--- src/design/alm_pkg.sv ---
// shared types, constants and state codes for the audio level meter
`timescale 1ns / 1ps

package alm_pkg;

  // sample counter width, saturates at all ones
  localparam int COUNT_WIDTH = 32;

  localparam int FRAME_W  = 32;
  localparam int SAMPLE_W = 16;
  localparam int SUM_W    = 48;
  localparam int SQS_W    = 62;
  localparam int OUT_W    = 32;
  localparam int STEP_W   = 6;

  // iteration counts of the shared shift and subtract unit
  localparam int MEAN_STEPS = SUM_W;
  localparam int SQ_STEPS   = SQS_W;
  localparam int SQRT_STEPS = 16;

  localparam logic OP_ADD  = 1'b0;
  localparam logic OP_READ = 1'b1;

  typedef struct packed {
    logic                       opcode;
    logic signed [FRAME_W-1:0]  sample_frame;
  } alm_in_t;

  typedef struct packed {
    logic        [OUT_W-1:0]    window_samples;
    logic signed [SAMPLE_W-1:0] window_min;
    logic signed [SAMPLE_W-1:0] window_max;
    logic        [SAMPLE_W-1:0] window_peak;
    logic signed [SAMPLE_W-1:0] window_mean;
    logic        [SAMPLE_W-1:0] rms_level;
  } alm_out_t;

  // window accumulators as seen by the solver
  typedef struct packed {
    logic        [COUNT_WIDTH-1:0] count;
    logic signed [SUM_W-1:0]       sum;
    logic        [SQS_W-1:0]       square_sum;
    logic signed [SAMPLE_W-1:0]    min;
    logic signed [SAMPLE_W-1:0]    max;
    logic        [SAMPLE_W-1:0]    peak;
  } alm_stats_t;

  typedef enum logic [2:0] {
    ST_IDLE,
    ST_DIV_MEAN,
    ST_DIV_SQ,
    ST_SQRT,
    ST_FINISH
  } alm_state_t;

endpackage

--- src/design/audio_level_meter_rms.sv ---
// top level of the audio level meter with min, max, peak, mean and rms
`timescale 1ns / 1ps
//
// usage
// - item channel (item_valid / item_stall / item): opcode add takes the
//   top 16 bits of sample_frame as a signed sample and folds it into the
//   window; opcode read requests the window statistics and clears it
// - a request is taken at a clock edge with valid high and stall low
// - add requests give no result; once the count is all ones, further
//   samples are dropped until the next read
// - a read computes its result in 48 steps of the shared shift/subtract
//   unit for the mean, 62 for the mean square and 16 for the square root,
//   then loads the output register; an empty window skips the steps and
//   loads all zeros
// - item_stall is high from the cycle after a read is taken until its
//   result is loaded, so no further request is taken until then
// - result channel (result_valid / result_stall / result): one result per
//   read, held in an output register until taken; add requests keep being
//   taken while a result waits, a new read finishes and then waits for it
// - rst (synchronous, active high) clears the window, the sequencer and
//   the result valid
//
module audio_level_meter_rms (
  input  logic              clk,
  input  logic              rst,
  input  logic              item_valid,
  output logic              item_stall,
  input  alm_pkg::alm_in_t  item,
  output logic              result_valid,
  input  logic              result_stall,
  output alm_pkg::alm_out_t result
);
  import alm_pkg::*;

  logic                       accept;
  logic                       add_en;
  logic                       read_en;
  logic                       busy;
  logic signed [SAMPLE_W-1:0] sample;
  alm_stats_t                 stats;

  // the solver holds off new requests until its read is done
  assign item_stall = busy;
  assign accept     = item_valid && !item_stall;
  assign add_en     = accept && (item.opcode == OP_ADD);
  assign read_en    = accept && (item.opcode == OP_READ);

  // top half of the frame is the sample
  assign sample = item.sample_frame[FRAME_W-1 -: SAMPLE_W];

  // window clears on the same edge the solver snapshots it
  alm_window u_window (
    .clk      (clk),
    .rst      (rst),
    .add_en   (add_en),
    .clear_en (read_en),
    .sample   (sample),
    .stats    (stats)
  );

  alm_solver u_solver (
    .clk          (clk),
    .rst          (rst),
    .start        (read_en),
    .stats        (stats),
    .busy         (busy),
    .result_valid (result_valid),
    .result_stall (result_stall),
    .result       (result)
  );

endmodule

--- src/design/alm_window.sv ---
// window accumulators: count, sum, sum of squares, min, max, peak
`timescale 1ns / 1ps

module alm_window (
  input  logic                              clk,
  input  logic                              rst,
  input  logic                              add_en,
  input  logic                              clear_en,
  input  logic signed [alm_pkg::SAMPLE_W-1:0] sample,
  output alm_pkg::alm_stats_t               stats
);
  import alm_pkg::*;

  logic        [COUNT_WIDTH-1:0] count;
  logic signed [SUM_W-1:0]       sum;
  logic        [SQS_W-1:0]       square_sum;
  logic signed [SAMPLE_W-1:0]    min;
  logic signed [SAMPLE_W-1:0]    max;
  logic        [SAMPLE_W-1:0]    peak;

  logic                          full;
  logic signed [2*SAMPLE_W-1:0]  square;
  logic        [SAMPLE_W:0]      mag_wide;
  logic        [SAMPLE_W-1:0]    mag;

  assign full     = (count == {COUNT_WIDTH{1'b1}});
  assign square   = sample * sample;
  // magnitude in one extra bit so the most negative sample gives 32768
  assign mag_wide = sample[SAMPLE_W-1] ? ((SAMPLE_W+1)'(0) - {1'b1, sample})
                                       : {1'b0, sample};
  assign mag      = mag_wide[SAMPLE_W-1:0];

  always_ff @(posedge clk) begin
    if (rst || clear_en) begin
      count      <= '0;
      sum        <= '0;
      square_sum <= '0;
      min        <= 16'sh7fff;
      max        <= 16'sh8000;
      peak       <= '0;
    end else if (add_en && !full) begin
      count      <= count + COUNT_WIDTH'(1);
      sum        <= sum + {{(SUM_W-SAMPLE_W){sample[SAMPLE_W-1]}}, sample};
      square_sum <= square_sum + {{(SQS_W-2*SAMPLE_W){1'b0}}, square};
      if (sample < min) min <= sample;
      if (sample > max) max <= sample;
      if (mag > peak)   peak <= mag;
    end
  end

  assign stats.count      = count;
  assign stats.sum        = sum;
  assign stats.square_sum = square_sum;
  assign stats.min        = min;
  assign stats.max        = max;
  assign stats.peak       = peak;

endmodule

--- src/design/alm_solver.sv ---
// sequencer and shared shift/subtract unit for mean, mean square and rms
`timescale 1ns / 1ps

module alm_solver (
  input  logic                clk,
  input  logic                rst,
  input  logic                start,
  input  alm_pkg::alm_stats_t stats,
  output logic                busy,
  output logic                result_valid,
  input  logic                result_stall,
  output alm_pkg::alm_out_t   result
);
  import alm_pkg::*;

  localparam logic [STEP_W-1:0] MEAN_LAST = STEP_W'(MEAN_STEPS - 1);
  localparam logic [STEP_W-1:0] SQ_LAST   = STEP_W'(SQ_STEPS - 1);
  localparam logic [STEP_W-1:0] SQRT_LAST = STEP_W'(SQRT_STEPS - 1);

  alm_state_t state, state_next;

  logic [SQS_W-1:0]       work;
  logic [SQS_W-1:0]       square_snap;
  logic [OUT_W-1:0]       rem;
  logic [OUT_W-1:0]       div;
  logic [OUT_W-1:0]       root;
  logic [OUT_W-1:0]       sbit;
  logic [STEP_W-1:0]      cnt;
  logic [SAMPLE_W-1:0]    mean_mag;
  logic                   neg;
  logic                   empty;
  logic [OUT_W-1:0]       count_snap;
  logic [SAMPLE_W-1:0]    min_snap;
  logic [SAMPLE_W-1:0]    max_snap;
  logic [SAMPLE_W-1:0]    peak_snap;

  logic [OUT_W:0]         op_a;
  logic [OUT_W:0]         op_b;
  logic [OUT_W+1:0]       diff;
  logic                   ge;
  logic [SQS_W-1:0]       work_div;
  logic [OUT_W-1:0]       rem_div;
  logic [OUT_W-1:0]       root_step;
  logic [SUM_W-1:0]       sum_mag;
  logic                   load;

  assign sum_mag = stats.sum[SUM_W-1] ? (SUM_W'(0) - SUM_W'(stats.sum)) : SUM_W'(stats.sum);

  // shared compare and subtract
  always_comb begin
    case (state)
      ST_DIV_MEAN, ST_DIV_SQ: begin
        op_a = {rem, work[SQS_W-1]};
        op_b = {1'b0, div};
      end
      ST_SQRT: begin
        op_a = {1'b0, rem};
        op_b = {1'b0, root | sbit};
      end
      default: begin
        op_a = '0;
        op_b = '0;
      end
    endcase
  end

  assign diff      = {1'b0, op_a} - {1'b0, op_b};
  assign ge        = ~diff[OUT_W+1];
  assign work_div  = {work[SQS_W-2:0], ge};
  assign rem_div   = ge ? diff[OUT_W-1:0] : op_a[OUT_W-1:0];
  assign root_step = ge ? ((root >> 1) | sbit) : (root >> 1);

  // next state
  always_comb begin
    state_next = state;
    case (state)
      ST_IDLE:     if (start) state_next = (stats.count == '0) ? ST_FINISH : ST_DIV_MEAN;
      ST_DIV_MEAN: if (cnt == MEAN_LAST) state_next = ST_DIV_SQ;
      ST_DIV_SQ:   if (cnt == SQ_LAST) state_next = ST_SQRT;
      ST_SQRT:     if (cnt == SQRT_LAST) state_next = ST_FINISH;
      ST_FINISH:   if (load) state_next = ST_IDLE;
      default:     state_next = ST_IDLE;
    endcase
  end

  // outputs of the sequencer
  always_comb begin
    busy = (state != ST_IDLE);
    load = (state == ST_FINISH) && (!result_valid || !result_stall);
  end

  always_ff @(posedge clk) begin
    if (rst) begin
      state        <= ST_IDLE;
      result_valid <= 1'b0;
    end else begin
      state <= state_next;
      if (load) result_valid <= 1'b1;
      else if (!result_stall) result_valid <= 1'b0;
    end
  end

  // datapath
  always_ff @(posedge clk) begin
    case (state)
      ST_IDLE: begin
        if (start) begin
          count_snap  <= OUT_W'(stats.count);
          min_snap    <= stats.min;
          max_snap    <= stats.max;
          peak_snap   <= stats.peak;
          square_snap <= stats.square_sum;
          neg         <= stats.sum[SUM_W-1];
          empty       <= (stats.count == '0);
          work        <= {sum_mag, {(SQS_W-SUM_W){1'b0}}};
          rem         <= '0;
          div         <= OUT_W'(stats.count);
          cnt         <= '0;
        end
      end
      ST_DIV_MEAN: begin
        if (cnt == MEAN_LAST) begin
          mean_mag <= work_div[SAMPLE_W-1:0];
          work     <= square_snap;
          rem      <= '0;
          cnt      <= '0;
        end else begin
          work <= work_div;
          rem  <= rem_div;
          cnt  <= cnt + STEP_W'(1);
        end
      end
      ST_DIV_SQ: begin
        if (cnt == SQ_LAST) begin
          rem  <= work_div[OUT_W-1:0];
          root <= '0;
          sbit <= OUT_W'(1) << (2*SQRT_STEPS - 2);
          cnt  <= '0;
        end else begin
          work <= work_div;
          rem  <= rem_div;
          cnt  <= cnt + STEP_W'(1);
        end
      end
      ST_SQRT: begin
        if (ge) rem <= diff[OUT_W-1:0];
        root <= root_step;
        sbit <= sbit >> 2;
        cnt  <= cnt + STEP_W'(1);
      end
      default: begin
      end
    endcase
  end

  // output register
  always_ff @(posedge clk) begin
    if (load) begin
      if (empty) begin
        result <= '0;
      end else begin
        result.window_samples <= count_snap;
        result.window_min     <= min_snap;
        result.window_max     <= max_snap;
        result.window_peak    <= peak_snap;
        result.window_mean    <= neg ? (SAMPLE_W'(0) - mean_mag) : mean_mag;
        result.rms_level      <= root[SAMPLE_W-1:0];
      end
    end
  end

  a_start_idle: assert property (@(posedge clk) disable iff (rst)
    start |-> (state == ST_IDLE)) else $error("read accepted while solver busy");

  a_rem_below_div: assert property (@(posedge clk) disable iff (rst)
    (state == ST_DIV_MEAN || state == ST_DIV_SQ) |-> (rem < div))
    else $error("partial remainder not below divisor");

  a_sqrt_bit: assert property (@(posedge clk) disable iff (rst)
    (state == ST_SQRT) |-> $onehot(sbit)) else $error("root bit not one-hot");

  a_rms_range: assert property (@(posedge clk) disable iff (rst)
    (state == ST_FINISH && !empty) |-> (root <= OUT_W'(32768)))
    else $error("rms out of range");

  a_result_from_finish: assert property (@(posedge clk) disable iff (rst)
    $rose(result_valid) |-> ($past(state) == ST_FINISH))
    else $error("result raised outside finish");

endmodule

--- config.mk ---
export PLATFORM = sky130hd
export DESIGN_NAME = audio_level_meter_rms
export DESIGN_NICKNAME = d
export VERILOG_FILES = /design/src/design/alm_pkg.sv /design/src/design/audio_level_meter_rms.sv /design/src/design/alm_window.sv /design/src/design/alm_solver.sv
export SDC_FILE = /design/constraint.sdc
export NUM_CORES = 2
export LEC_CHECK = 0
export ABC_AREA = 1
export BUFFER_PORTS_ARGS = -buffer_cell sky130_fd_sc_hd__buf_2
export CAP_MARGIN = 25
export CORE_ASPECT_RATIO = 0.7
export CORE_UTILIZATION = 45
export CTS_CLUSTER_SIZE = 25
export DETAILED_ROUTE_END_ITERATION = 10
export PLACE_DENSITY_LB_ADDON = 0.08
export SLEW_MARGIN = 20
export SYNTH_ARGS = -nofsm -noshare
export SYNTH_HDL_FRONTEND = slang
export SYNTH_HIERARCHICAL = 1
export SYNTH_SLANG_ARGS = --single-unit
--- constraint.sdc ---
create_clock -name clk -period 8.1 [get_ports clk]
set_input_delay 1.62 -clock clk [delete_from_list [all_inputs] [get_ports clk]]
set_output_delay 1.62 -clock clk [all_outputs]
set_load 0.01 [all_outputs]
==> flow_summary.toml <==
[critical_path]
cp_slowest_stage_delay_ns = 0.65
critPathMostFrequentCell = "fa_1"
cp.required_ns = 8.63
end_kind = "flop"
cpMaxStageDelayCell = "fa_2"
crit_type = "input pin to flop"
worstRegToRegCells = 21
arrival_ns = 8.46
startpoint_type = "input pin"
critPathMaxFanout = 8

[synth]
synth_edf_count = 419
syn_avg_cell_area_sq_um = 7.72
synth-seq-cells = 613
mappedNetlistArea_sq_mm = 0.0460
synthArstFlopShare_pct = 0
synth_cell_types = 64
synth_warnings = 6
synth_cells = 5954
yosysSeqAreaShare_pct = 35.8
synthFlopType = "edfxtp_1"
synth.net_count = 6485

[drt]
wl_met2_mm = 56.5
drc = 0
dr.pass1.iters = 6
viasPerCell = 5.17
routedLengthMet1_mm = 76.4
wirelength_mm = 146
top_layer = "met4"
drt_iter0_markers = 4241
drtAntennaViolNets = 0
wl_per_cell_um = 18.8
vias = 40200
dr_wl_met3_mm = 11.3

[sta]
fin_crit_sh_pct = 97.9
setup_viol = 0
skew_ns = 0.0556
tns_ns = 0
relSlewSlack_pct = 27.7
clock.fmax_ghz = 0.126
final_max_slew_viol_count = 0
rsz0062_at_grt = "true"
final-hold-violation-count = 0
worstMarginPinSlew_ns = 1.08
min_period_ns = 7.93

[clocking]
cts_made_buffers = 61
clk_path_buf_depth = 3
cts_root_buffer = "clkbuf_16"
clk_pin_slew_ns = 0.06
htree_levels = 2
clk_latency_ns = 0.69
cts_tree = "done"
cts.sinks = 613

[die]
fp.dieW_um = 384
die_h_um = 269
start_util_pct = 45.7
floorplan.io_pins = 151
dieArea_sq_mm = 0.103
core_sq_mm = 0.101
rows = 97

[grt]
grt_pass1_wl_mm = 223
grtUsageTotal_pct = 28.0
grt_start_max_net_pins = 79
antenna_found_initial = 5
first_global_vias = 37500
gr-total-overflow = 0

[placement]
dp_hpwl_mm = 115
dp_cells = 7636
routabilityCongestion = 0.991
io_buffer_count = 134

[layout]
nets = 6912
areaGrowthSynthToFinish_pct = 17.8
layout-drive-gt1-share_pct = 14.2
finalNonFillerCells = 7771

[worst_hold_path]
holdPathStages = 0
hold_path.class = "flop to flop"

[run_status]
status = "completed"

[flow_run]
cap_viol_max_count = 0
==> placed cells by master (no fill, tap or decap), drive strengths merged, types with 27 or more instances in the layout <==
cell    instances
fa            240
o21ai         201
buf           510
edfxtp        419
xnor2          60
inv          1181
nor3           78
ha            254
clkbuf         92
nor2          715
o22ai          29
nand4          83
dfxtp         194
nand2        1452
a21oi         283
xor2          107
o21bai         27
nand3         274
a22oi          59
==> sequential cells by signal (all words and copies together) (netlist names), 31 cells and up <==
name	cells
u_window/square_sum	62
u_solver/square_snap	62
u_solver/count_snap	32
u_solver/result	112
u_solver/rem	32
u_solver/root	31
u_window/sum	48
u_window/count	32
u_solver/work	62
==> what timing repair did <==
action / 4_1_cts / 5_1_grt
gates cloned: 0 / 1
pin swaps: 5 / 94
buffers inserted: 0 / 15
gates resized for setup: 27 / 274
setup endpoints to repair: 34 / 49
hold buffers: 0 / 0
==> final timing paths <==
kind	startpoint	to	slack [ns]
max	item[31]	u_window/square_sum[28]$_SDFFE_PP0P_	0.17
min	u_window/peak[15]$_SDFFE_PP0P_	u_solver/peak_snap[15]$_DFFE_PP_	0.43
max reg2reg	u_solver/state[2]$_SDFFE_PP0P_	u_solver/rem[24]$_DFFE_PP_	2.27
min reg2reg	u_window/peak[15]$_SDFFE_PP0P_	u_solver/peak_snap[15]$_DFFE_PP_	0.43
==> Yosys cell counts (6+ instances only) <==
cell         n  area share, %
a211oi_1    16           0.26
a21o_1       9           0.15
a21oi_1    283            3.1
a221oi_1     6           0.11
a22o_1      13           0.25
a22oi_1     59           0.96
a31oi_1      9           0.12
and2_1       7          0.095
and3_1       7          0.095
buf_1       20           0.16
buf_2       29           0.32
buf_4        8           0.13
buf_6       10           0.25
clkbuf_1    85           0.69
dfxtp_1    194            8.4
edfxtp_1   419             27
fa_1       240             10
ha_1       254            6.9
inv_1     1165            9.5
inv_2       10          0.082
nand2_1   1443             12
nand2_2      7          0.095
nand3_1    268            2.9
nand3b_1     6          0.098
nand4_1     83            1.1
nor2_1     710            5.8
nor3_1      72           0.78
nor4_1      24           0.33
o211ai_1    17           0.28
o21ai_0    192            2.1
o21ai_1      8          0.087
o21bai_1    26           0.42
o22ai_1     29           0.39
or2_2        6          0.082
xnor2_1     60            1.1
xor2_1     107            2.0
==> critical path: cells and delay by family <==
kind	cells	cell delay (ns)
XOR/XNOR	2	0.35
AND/OR/NAND/NOR	9	1.30
adder cells (fa/ha/maj)	8	3.93
AO/OA/AOI/OAI	2	0.30
buffers and inverters	11	0.94
==> metrics by stage <==
stage | instance area, sq um | setup WS (ns) | util (%) | hold WS, ns
4_1_cts | 52800 | 0.00171 | 52.5 | 0.431
3_3_place_gp | 50600 | -0.836 | 50.3 | 0.416
6_report | 54200 | 0.173 | 53.8 | 0.430
2_1_floorplan | 46100 | -0.0232 | - | 0.408
5_1_grt | 54200 | -0.111 | 53.8 | 0.435
3_5_place_dp | 50600 | -0.931 | 50.3 | 0.415
==> cell type report <==
| cell class | instances | area [sq um] |
|---|---|---|
| clock inverters | 30 | 368 |
| multi-input cells | 4010 | 25600 |
| fillers | 9684 | 46500 |
| inverters | 1179 | 4440 |
| diodes | 1 | 2.50 |
| repair buffers | 516 | 3830 |
| clock buffers | 86 | 1740 |
| well taps | 1336 | 1670 |
| flip-flops and latches | 613 | 16500 |
==> routing by layer <==
metal	track usage, %	up-vias
li1	-	19700
met1	47.2	19100
met2	37.4	1266
met3	3.67	129
met4	4.40	0
met5	0	-
==> kinds of logic after synthesis <==
group | after synthesis | share of synthesized area, %
AO/OA/AOI/OAI | 683 | 8.55
XOR/XNOR | 167 | 3.18
adder cells (fa/ha/maj) | 494 | 17.4
buffers and inverters | 1331 | 11.2
flip-flops | 613 | 35.8
AND/OR/NAND/NOR | 2666 | 23.9
Power is left out: the tool's default activity adds up to more than one toggle a clock period on the data nets, which glitch-free logic cannot reach.
